`src/rtl/bdq_pkg.sv`:
```
// ----------------------------------------------------------------------------
// bdq_pkg
// Shared constants, codes and types of the bounded deque.
// ----------------------------------------------------------------------------
package bdq_pkg;

  // Store geometry.
  localparam int DEPTH  = 1024;
  localparam int ADDR_W = $clog2(DEPTH);
  localparam int CNT_W  = $clog2(DEPTH + 1);
  localparam int SUM_W  = CNT_W + 1;
  localparam int DATA_W = 32;

  // Capacity register.
  localparam int CAP_W = 11;
  localparam logic [CAP_W-1:0] CAP_RESET = CAP_W'(1024);
  localparam int LIM_W = (CNT_W > CAP_W) ? CNT_W : CAP_W;

  // Request actions.
  localparam logic [1:0] ACT_PUSH_HEAD = 2'd0;
  localparam logic [1:0] ACT_PUSH_TAIL = 2'd1;
  localparam logic [1:0] ACT_POP_HEAD  = 2'd2;
  localparam logic [1:0] ACT_POP_TAIL  = 2'd3;

  // Result status codes.
  localparam logic [1:0] ST_PUSHED = 2'd0;
  localparam logic [1:0] ST_POPPED = 2'd1;
  localparam logic [1:0] ST_FULL   = 2'd2;
  localparam logic [1:0] ST_EMPTY  = 2'd3;

  // One access of the entry store.
  typedef struct packed {
    logic              we;
    logic              re;
    logic [ADDR_W-1:0] addr;
    logic [DATA_W-1:0] wdata;
  } mem_cmd_t;

  // Result of a request as known in its accept cycle.
  typedef struct packed {
    logic              valid;
    logic [1:0]        status;
    logic              from_mem;
    logic [DATA_W-1:0] value;
  } resp_t;

  // Fold a sum below twice the depth back into the circular index range.
  function automatic logic [ADDR_W-1:0] wrap_idx(input logic [SUM_W-1:0] s);
    logic [SUM_W-1:0] d;
    d = (s >= SUM_W'(DEPTH)) ? (s - SUM_W'(DEPTH)) : s;
    return d[ADDR_W-1:0];
  endfunction

endpackage

```
`src/rtl/bdq_ctrl.sv`:
```
// ----------------------------------------------------------------------------
// bdq_ctrl
// Front pointer and fill count of the circular store; decides each request
// and issues the store access that goes with it.
// ----------------------------------------------------------------------------
module bdq_ctrl (
  input  logic                         clk,
  input  logic                         rst_n,
  input  logic                         req_fire,
  input  logic [1:0]                   action,
  input  logic [bdq_pkg::DATA_W-1:0]   push_value,
  input  logic [bdq_pkg::CAP_W-1:0]    capacity,
  output bdq_pkg::mem_cmd_t            mem_cmd,
  output bdq_pkg::resp_t               resp
);

  logic [bdq_pkg::ADDR_W-1:0] front_r, front_nxt;
  logic [bdq_pkg::CNT_W-1:0]  count_r, count_nxt;
  logic [bdq_pkg::LIM_W-1:0]  cap_ext;
  logic [bdq_pkg::LIM_W-1:0]  limit;
  logic [bdq_pkg::LIM_W-1:0]  count_ext;
  logic [bdq_pkg::SUM_W-1:0]  front_sum;
  logic [bdq_pkg::SUM_W-1:0]  count_sum;
  logic                       is_full;
  logic                       is_empty;

  // Effective limit saturates at the store depth.
  assign cap_ext   = bdq_pkg::LIM_W'(capacity);
  assign limit     = (cap_ext >= bdq_pkg::LIM_W'(bdq_pkg::DEPTH)) ?
                     bdq_pkg::LIM_W'(bdq_pkg::DEPTH) : cap_ext;
  assign count_ext = bdq_pkg::LIM_W'(count_r);
  assign is_full   = (count_ext >= limit);
  assign is_empty  = (count_r == '0);
  assign front_sum = bdq_pkg::SUM_W'(front_r);
  assign count_sum = bdq_pkg::SUM_W'(count_r);

  // Request decode: next pointer, next count, store access and status.
  always_comb begin
    front_nxt     = front_r;
    count_nxt     = count_r;
    mem_cmd       = '0;
    mem_cmd.wdata = push_value;
    resp          = '0;
    resp.valid    = req_fire;
    case (action)
      bdq_pkg::ACT_PUSH_HEAD, bdq_pkg::ACT_PUSH_TAIL: begin
        if (is_full) begin
          resp.status = bdq_pkg::ST_FULL;
        end else begin
          resp.status = bdq_pkg::ST_PUSHED;
          resp.value  = push_value;
          mem_cmd.we  = req_fire;
          count_nxt   = count_r + bdq_pkg::CNT_W'(1);
          if (action == bdq_pkg::ACT_PUSH_HEAD) begin
            front_nxt    = (front_r == '0) ? bdq_pkg::ADDR_W'(bdq_pkg::DEPTH - 1)
                                           : front_r - bdq_pkg::ADDR_W'(1);
            mem_cmd.addr = front_nxt;
          end else begin
            mem_cmd.addr = bdq_pkg::wrap_idx(front_sum + count_sum);
          end
        end
      end
      bdq_pkg::ACT_POP_HEAD, bdq_pkg::ACT_POP_TAIL: begin
        if (is_empty) begin
          resp.status = bdq_pkg::ST_EMPTY;
        end else begin
          resp.status   = bdq_pkg::ST_POPPED;
          resp.from_mem = 1'b1;
          mem_cmd.re    = req_fire;
          count_nxt     = count_r - bdq_pkg::CNT_W'(1);
          if (action == bdq_pkg::ACT_POP_HEAD) begin
            mem_cmd.addr = front_r;
            front_nxt    = bdq_pkg::wrap_idx(front_sum + bdq_pkg::SUM_W'(1));
          end else begin
            mem_cmd.addr = bdq_pkg::wrap_idx(front_sum + count_sum -
                                             bdq_pkg::SUM_W'(1));
          end
        end
      end
      default: begin
        resp.status = bdq_pkg::ST_EMPTY;
      end
    endcase
  end

  // Pointer and count registers change only on an accepted request.
  always_ff @(posedge clk) begin
    if (!rst_n) begin
      front_r <= '0;
      count_r <= '0;
    end else if (req_fire) begin
      front_r <= front_nxt;
      count_r <= count_nxt;
    end
  end

  // The count never passes the store depth.
  a_count_bound: assert property (@(posedge clk) disable iff (!rst_n)
    count_r <= bdq_pkg::CNT_W'(bdq_pkg::DEPTH))
    else $error("deque count exceeds store depth");

  // The front pointer stays inside the store.
  a_front_bound: assert property (@(posedge clk) disable iff (!rst_n)
    bdq_pkg::CNT_W'(front_r) < bdq_pkg::CNT_W'(bdq_pkg::DEPTH))
    else $error("front pointer out of range");

  // A store access never writes and reads at once.
  a_one_access: assert property (@(posedge clk) disable iff (!rst_n)
    !(mem_cmd.we && mem_cmd.re))
    else $error("store written and read in the same cycle");

  // An accepted push raises the count by one.
  a_push_count: assert property (@(posedge clk) disable iff (!rst_n)
    (req_fire && resp.status == bdq_pkg::ST_PUSHED) |=>
      count_r == $past(count_r) + bdq_pkg::CNT_W'(1))
    else $error("push did not raise the count");

  // A refused request leaves pointer and count alone.
  a_refuse_hold: assert property (@(posedge clk) disable iff (!rst_n)
    (req_fire && (resp.status == bdq_pkg::ST_FULL ||
                  resp.status == bdq_pkg::ST_EMPTY)) |=>
      ($stable(count_r) && $stable(front_r)))
    else $error("refused request changed the deque");

endmodule

```
`config.mk`:
```
export PLATFORM = sky130hd
export DESIGN_NAME = bdq_ctrl
export DESIGN_NICKNAME = d
export VERILOG_FILES = /design/src/rtl/bdq_pkg.sv /design/src/rtl/bdq_ctrl.sv
export SDC_FILE = /design/constraint.sdc
export NUM_CORES = 1
export LEC_CHECK = 0
export ABC_AREA = 1
export BUFFER_PORTS_ARGS = -buffer_cell sky130_fd_sc_hd__buf_4
export CAP_MARGIN = 20
export CORE_AREA = 2 2 86 88
export DETAILED_ROUTE_END_ITERATION = 10
export DIE_AREA = 0 0 88 90
export GPL_ROUTABILITY_DRIVEN = 0
export PLACE_DENSITY_LB_ADDON = 0.3
export RECOVER_POWER = 25
export REMOVE_ABC_BUFFERS = 1
export SLEW_MARGIN = 15
export SYNTH_ARGS = -nofsm -noshare
export SYNTH_HDL_FRONTEND = slang
export SYNTH_SLANG_ARGS = --single-unit
```
`constraint.sdc`:
```
create_clock -name clk -period 2.6 [get_ports clk]
set_input_delay 0.13 -clock clk [delete_from_list [all_inputs] [get_ports clk]]
set_output_delay 0.13 -clock clk [all_outputs]
set_load 0.1 [all_outputs]
```
==> results of run 1 <==
[logic make-up after synthesis]
logic type | synth area share
simple gates | 0.390
compound gates | 0.129
fa+ha+maj | 0.123
flops | 0.118
mux | 0.00280
buf+inv | 0.189
xor+xnor | 0.0491
[power breakdown]
part / switching [W] / internal (W)
Combinational: 0.00222 / 0.000833
Sequential: 0.0000715 / 0.000371
Clock: 0.000125 / 0.000109
Total: 0.00241 / 0.00131
[critical path: stages (launching register included)]
cell and delay, ps:
dfxtp_2 340, ha_4 160, fa_2 580, inv_2 50, ha_2 190, inv_1 100
nand2_1 60, a21oi_1 170, a21oi_1 60, o21ai_1 200, buf_6 260
[metal layers]
layer | wire length, um | up-vias | GRT usage | part of all wire
li1 | - | 2162 | - | -
met1 | 4720 | 1904 | 0.381 | 0.43
met2 | 5340 | 186 | 0.467 | 0.48
met3 | 771 | 18 | 0.0239 | 0.070
met4 | 224 | 0 | 0.0705 | 0.020
met5 | 0 | - | 0 | 0
[placed cells by master, fill, tap and decap left out, types with 10 or more instances in the layout]
master	instances
a21oi_1	27
buf_4	111
clkbuf_1	23
dfxtp_1	14
ha_1	30
inv_1	88
nand2_1	155
nand2_2	11
nand3_1	34
nand4_1	10
nor2_1	101
o21ai_0	22
xor2_1	13
[cell usage after synthesis (3+ instances only)]
library cell,instances
nand2_1,164
clkbuf_1,9
nand4_1,10
a21boi_1,3
nor2_1,106
nor3_1,4
a21oi_1,30
inv_1,91
o21ai_1,3
xor2_1,13
nor2_2,3
dfxtp_1,21
buf_4,35
o21ai_0,25
nand3_1,36
ha_1,32
o221ai_1,7
xnor2_1,7
[what timing repair did]
| action | in CTS | in global routing |
|---|---|---|
| gates resized for setup | 28 | 29 |
| setup buffers | 2 | 2 |
| pin swaps | 7 | 10 |
| endpoints found under the hold margin | 0 | 0 |
| endpoints found under the setup margin | 7 | 10 |
[area by class of cell]
| cell class | count | area, sq um | share of cell area |
|---|---|---|---|
| Sequential cell | 21 | 429 | 0.0930 |
| Multi-Input combinational cell | 467 | 2560 | 0.555 |
| Clock inverter | 1 | 7.51 | 0.00163 |
| Tap cell | 99 | 124 | 0.0268 |
| Clock buffer | 3 | 41.3 | 0.00895 |
| Inverter | 95 | 364 | 0.0789 |
| Timing Repair Buffer | 145 | 1090 | 0.236 |
[registers in the layout, summed over array words and instances (netlist names)]
register and cells:
count_ext 11, front_r 10
[through the flow]
step | power [W] | worst slack (ps)
floorplan | 0.00242 | -1410
global placement | 0.00325 | 129
detailed placement | 0.00329 | 29.2
CTS | 0.00362 | -41.7
global route | 0.00394 | -87.4
finish | 0.00373 | 27.6
[how the worst min path moves through the flow]
stage	endpoint	cells after the start
3_5_place_dp	front_r[5]	3
2_1_floorplan	front_r[4]	2
3_3_place_gp	front_r[5]	3
5_1_grt	front_r[4]	3
4_1_cts	front_r[5]	3
6_report	front_r[5]	3
==> qor.txt, run 1 <==
=================================================================================
Worst Path Arrival                                                        2440 ps
Global-route usage over all layers                                          0.279
Count of pins over their slew limit                                             0
Via count of the first global-routing pass                                   3875
Sequential cell area fraction in the yosys report                           0.118
Total standard cell area after synthesis                               3570 sq um
Setup violations, final                                                         0
Worst slew pin tran                                                       1190 ps
Total wirelength of the detailed-routed design                            11.1 mm
Top-area cell type share of the netlist area                                0.172
Top cells by area in the synthesized netlist                         nand2_1 (17%), dfxtp_1 (12%), ha_1 (11%)
Number of vias per cell                                                      5.14
Library cell occupying the most area in the post-synthesis netlist        nand2_1
Floorplan row count                                                            31
Initial antenna violation count                                                 0
Fraction of layout instances using a drive strength above 1                 0.232
Outcome                                                              finished clean
Wire length of the first global-routing pass                              18.3 mm
Maximum number of pins on one net before global-route repair                   37
Hold WS                                                                    202 ps
Launch instance of the worst register-to-register path               count_ext[0]
Avg WL per Cell                                                           13.3 um
Die Area                                                               7920 sq um
Number of hold-slack violations in the final timing report                      0
Number of warnings reported in the yosys synthesis log                          0
Startpoint Class                                                        flip-flop
Sum of negative setup slack                                                  0 ps
Top-level I/O count                                                           128
Area post-placement                                                    4450 sq um
Class of the tightest hold or removal check                          input port to flip-flop
R2R setup slack                                                            270 ps
Required time worst endpoint                                              2470 ps
Cells after DPL                                                               823
Residual DRC count                                                              0
EDFF count, synth                                                               0
RSZ-0062 raised after global routing                                         true
Initial DRT Pass Iterations                                                     5
Number of clock sinks seen by CTS                                              21
Tightest slew margin relative to the limit                                  0.211
HPWL after DPL                                                            8.85 mm
Number of nets with antenna violations after routing                            0
Period Utilization, post-route                                              0.989
Worst Hold Launch                                                           rst_n
Worst Setup SP                                                         front_r[0]
N_diodes                                                                        0
Critical-path maximum fanout                                                    2
Root cell of the clock tree                                              clkbuf_8
Power per cell area                                                   807 nW/um^2
Port bufs                                                                     127
Flop and latch count out of synthesis                                          21
Die extent in x                                                             88 um
Congestion Overflow GR                                                          0
Number of distinct library cells after synthesis                               41
First-iteration detailed-routing DRC count                                    329
Die Y                                                                       90 um
Number of nets in the layout                                                  815
Final Instance Area                                                    4620 sq um
Max Buffers Root-to-Sink                                                        2
Routed vias                                                                  4270
H-tree depth reported by CTS                                                    1
Synthesis-to-layout area growth                                             29.3%
Fillers                                                                       648
Gate count after technology mapping                                           630
Starting utilization of the core area                                       0.509
Post-Synthesis Mean Instance Area                                      5.67 sq um
R2R Path End                                                         count_ext[3]
Max-cap violations                                                              0
Clock Skew                                                                1.30 ps
Number of buffers added by the clock tree synthesis step                        3
Final cell count without fillers                                              831
Depth of the worst register-to-register path                                   13
Critical path endpoint category                                      primary output
Clk slew on worst S/H paths                                                 90 ps
Critical setup path kind                                             flip-flop to primary output
Max rail drop VDD                                                        0.493 mV
Top_reg_cell synth                                                        dfxtp_1
Async set-reset flop share out of synthesis                                     0
Skew-Pair Late Insertion Delay                                             270 ps
Worst setup path endpoint                                             mem_cmd[34]
Area of the core region                                                7020 sq um
Post-layout utilization of the core                                         0.657
Count of hold buffers inserted by post-cts repair                               0
TritonCTS clock tree                                                         done
Upper clock frequency limit                                               389 MHz
Min Clock Period, post-route                                              2570 ps
Lkg Pwr                                                                   2.56 nW
=================================================================================
Note: power is estimated with default switching activity, not from simulation.
==> run 2: changes to the inputs <==
--- a/config.mk
+++ b/config.mk
@@ -12,7 +12,7 @@
 export DETAILED_ROUTE_END_ITERATION = 10
 export DIE_AREA = 0 0 88 90
 export GPL_ROUTABILITY_DRIVEN = 0
-export PLACE_DENSITY_LB_ADDON = 0.3
+export PLACE_DENSITY = 0.82
 export RECOVER_POWER = 25
 export REMOVE_ABC_BUFFERS = 1
 export SLEW_MARGIN = 15
==> qor.txt, run 2 (same netlist as run 1, synthesis figures left out) <==
==============================================================================
Post-layout worst setup margin                                         3.91 ps   -23.7 ps
Upper clock frequency limit                                            385 MHz   -0.91%
Die extent in x                                                          88 um   unchanged
Root cell of the clock tree                                           clkbuf_8
Count of hold buffers inserted by post-cts repair                            0   unchanged
Maximum number of pins on one net before global-route repair                37   unchanged
Via count of the first global-routing pass                                3887   +0.31%
Critical path endpoint category                                   primary output
Commonest non-fill, non-tap cells in the layout                   nand2_1 (152), buf_4 (106), nor2_1 (100)
Max rail drop VDD                                                     0.488 mV   -0.90%
Number of vias per cell                                                   5.19   +1.1%
Clk slew on worst S/H paths                                              80 ps   about the same
Hold WS                                                                 207 ps   +5.26 ps
Period Utilization, post-route                                           0.998   +0.00912
Net switching component of the power                                 0.00244 W   +1.0%
HPWL after DPL                                                         9.11 mm   +2.9%
Most common library cell in the layout ignoring fill and taps          nand2_1
Critical setup path kind                                          flip-flop to primary output
Global-route usage over all layers                                       0.278   -0.00131
Fraction of layout instances using a drive strength above 1              0.245   +0.0123
Standard cell with the maximum stage delay on the critical path           fa_2
Number of flip-flops in the largest register                                11   unchanged
Area post-placement                                                 4430 sq um   -0.45%
TritonCTS clock tree                                                      done
Sum of negative setup slack                                               0 ps   unchanged
Synthesis-to-layout area growth                                          30.0%
H-tree depth reported by CTS                                                 1   unchanged
Crit-path cells                                                   fa_2 -> inv_2 -> nand2_2 -> a21oi_2 -> nand3_2 -> nor2_4 -> nand2_2 -> nor2_2 -> nand3_1 -> nand3_2 -> nand2_2 -> nand2_2 -> buf_12
Critical-path maximum fanout                                                 7   +5
Initial antenna violation count                                              0   unchanged
Number of nets with antenna violations after routing                         0   unchanged
Power share of the clock group                                           0.060   -0.003
Worst path most repeated cell                                          nand2_2
Area of the core region                                             7020 sq um   unchanged
Number of hold-slack violations in the final timing report                   0   unchanged
RSZ-0062 raised after global routing                                      true
Die Y                                                                    90 um   unchanged
Worst path max stage delay                                              490 ps   -90 ps
Final Instance Area                                                 4640 sq um   +0.57%
Startpoint Class                                                     flip-flop
Congestion Overflow GR                                                       0   unchanged
Clock Skew                                                             1.27 ps   -0.0330 ps
Power per cell area                                                810 nW/um^2   +0.32%
Share of total power in sequential cells                                 0.119   about the same
Residual DRC count                                                           0   unchanged
Logic gate share of total power                                          0.821   +0.002
Wire length of the first global-routing pass                           18.2 mm   -0.65%
Skew-Pair Late Insertion Delay                                          270 ps   about the same
Count of pins over their slew limit                                          0   unchanged
Die Area                                                            7920 sq um   unchanged
Worst Path Arrival                                                     2470 ps   +30 ps
Required time worst endpoint                                           2470 ps   about the same
N_diodes                                                                     0   unchanged
Number of buffers added by the clock tree synthesis step                     3   unchanged
Initial DRT Pass Iterations                                                  6   +1
Switching share of total power                                           0.649   +0.00101
Worst slew pin tran                                                    1180 ps   -5.88 ps
Lkg Pwr                                                                2.55 nW   -0.13%
Outcome                                                           finished clean
Top-level I/O count                                                        128   unchanged
First-iteration detailed-routing DRC count                                 318   -3.3%
Starting utilization of the core area                                    0.509   unchanged
Min Clock Period, post-route                                           2600 ps   +23.7 ps
Total wirelength of the detailed-routed design                         11.5 mm   +3.7%
Routed vias                                                               4296   +0.61%
Max-cap violations                                                           0   unchanged
Setup WS pre-CTS                                                        118 ps   +89.0 ps
Setup violations, final                                                      0   unchanged
Internal Pwr Total                                                   0.00132 W   +0.60%
Floorplan row count                                                         31   unchanged
Fillers                                                                    650   +0.31%
Number of clock sinks seen by CTS                                           21   unchanged
Number of nets in the layout                                               811   -0.49%
Port bufs                                                                  127   unchanged
Max Buffers Root-to-Sink                                                     2   unchanged
Avg WL per Cell                                                        13.9 um   +4.2%
Tightest slew margin relative to the limit                               0.215   +0.00390
Class of the tightest hold or removal check                       input port to flip-flop
==============================================================================
run 2: changes by cell type in the layout (fill, tap and decap cells not counted), moves of 2 or more:
cell        before  now
buf_4          111  106
clkinvlp_4       3    1
dfxtp_1         14   11
dfxtp_2          7   10
ha_1            30   28
nand2_1        155  152
nand2_2         11   14
nand3_1         34   30
nand3_2          2    6
run 2: path summary, 6_finish.rpt:
kind              slack (ps)  depth (start not counted)            to         start
setup / recovery           4                         13   mem_cmd[41]  count_ext[1]
hold / removal           210                          3    front_r[6]         rst_n
setup reg to reg         310                         13  count_ext[7]  count_ext[0]
hold reg to reg          540                          2  count_ext[2]  count_ext[2]
run 2: cell type report:
type	count	area (sq um)	area share
clock buffer	3	41.3	0.00889
multi-input combinational	467	2610	0.561
clock inverter	1	5.00	0.00108
tap	99	124	0.0267
inverter	95	360	0.0776
timing repair buffer	141	1070	0.231
sequential	21	433	0.0933
run 2: per-stage QoR:
stage               cells  power [W]   util
finish                827    0.00376  0.661
global route          827    0.00398  0.661
CTS                   826    0.00359  0.649
detailed placement    822    0.00328  0.631
global placement      822    0.00324  0.631
floorplan             583    0.00242      -
run 2: critical path: cells and delay by family, from the launching register on:
kind / cells / cell delay, ps
buffers and inverters: 2 / 260
adder cells (fa/ha/maj): 1 / 490
flip-flops: 1 / 460
AO/OA/AOI/OAI: 1 / 160
AND/OR/NAND/NOR: 9 / 830
run 2: layer usage:
layer | wire length [um] | global-route usage | up-vias
met2 | 5750 | 0.476 | 152
met3 | 639 | 0.0294 | 31
met1 | 4760 | 0.361 | 1956
met5 | 0 | 0 | -
li1 | - | - | 2157
met4 | 316 | 0.0821 | 0
run 2: power by group through the flow:
stage	sequential (W)	clock, W	combinational [W]
after detailed placement	0.000444	0	0.00283
after global placement	0.000445	0	0.00279
after global routing	0.000453	0.000245	0.00329
after floorplan	0.000429	0	0.00199
after CTS	0.000438	0.000225	0.00292
final	0.000447	0.000225	0.00309
run 2: what timing repair did:
item                       4_1_cts  5_1_grt
buffers inserted                 0        1
setup endpoints to repair        7       17
pin swaps                        4        7
resized for setup               27       49
hold endpoints to repair         0        0
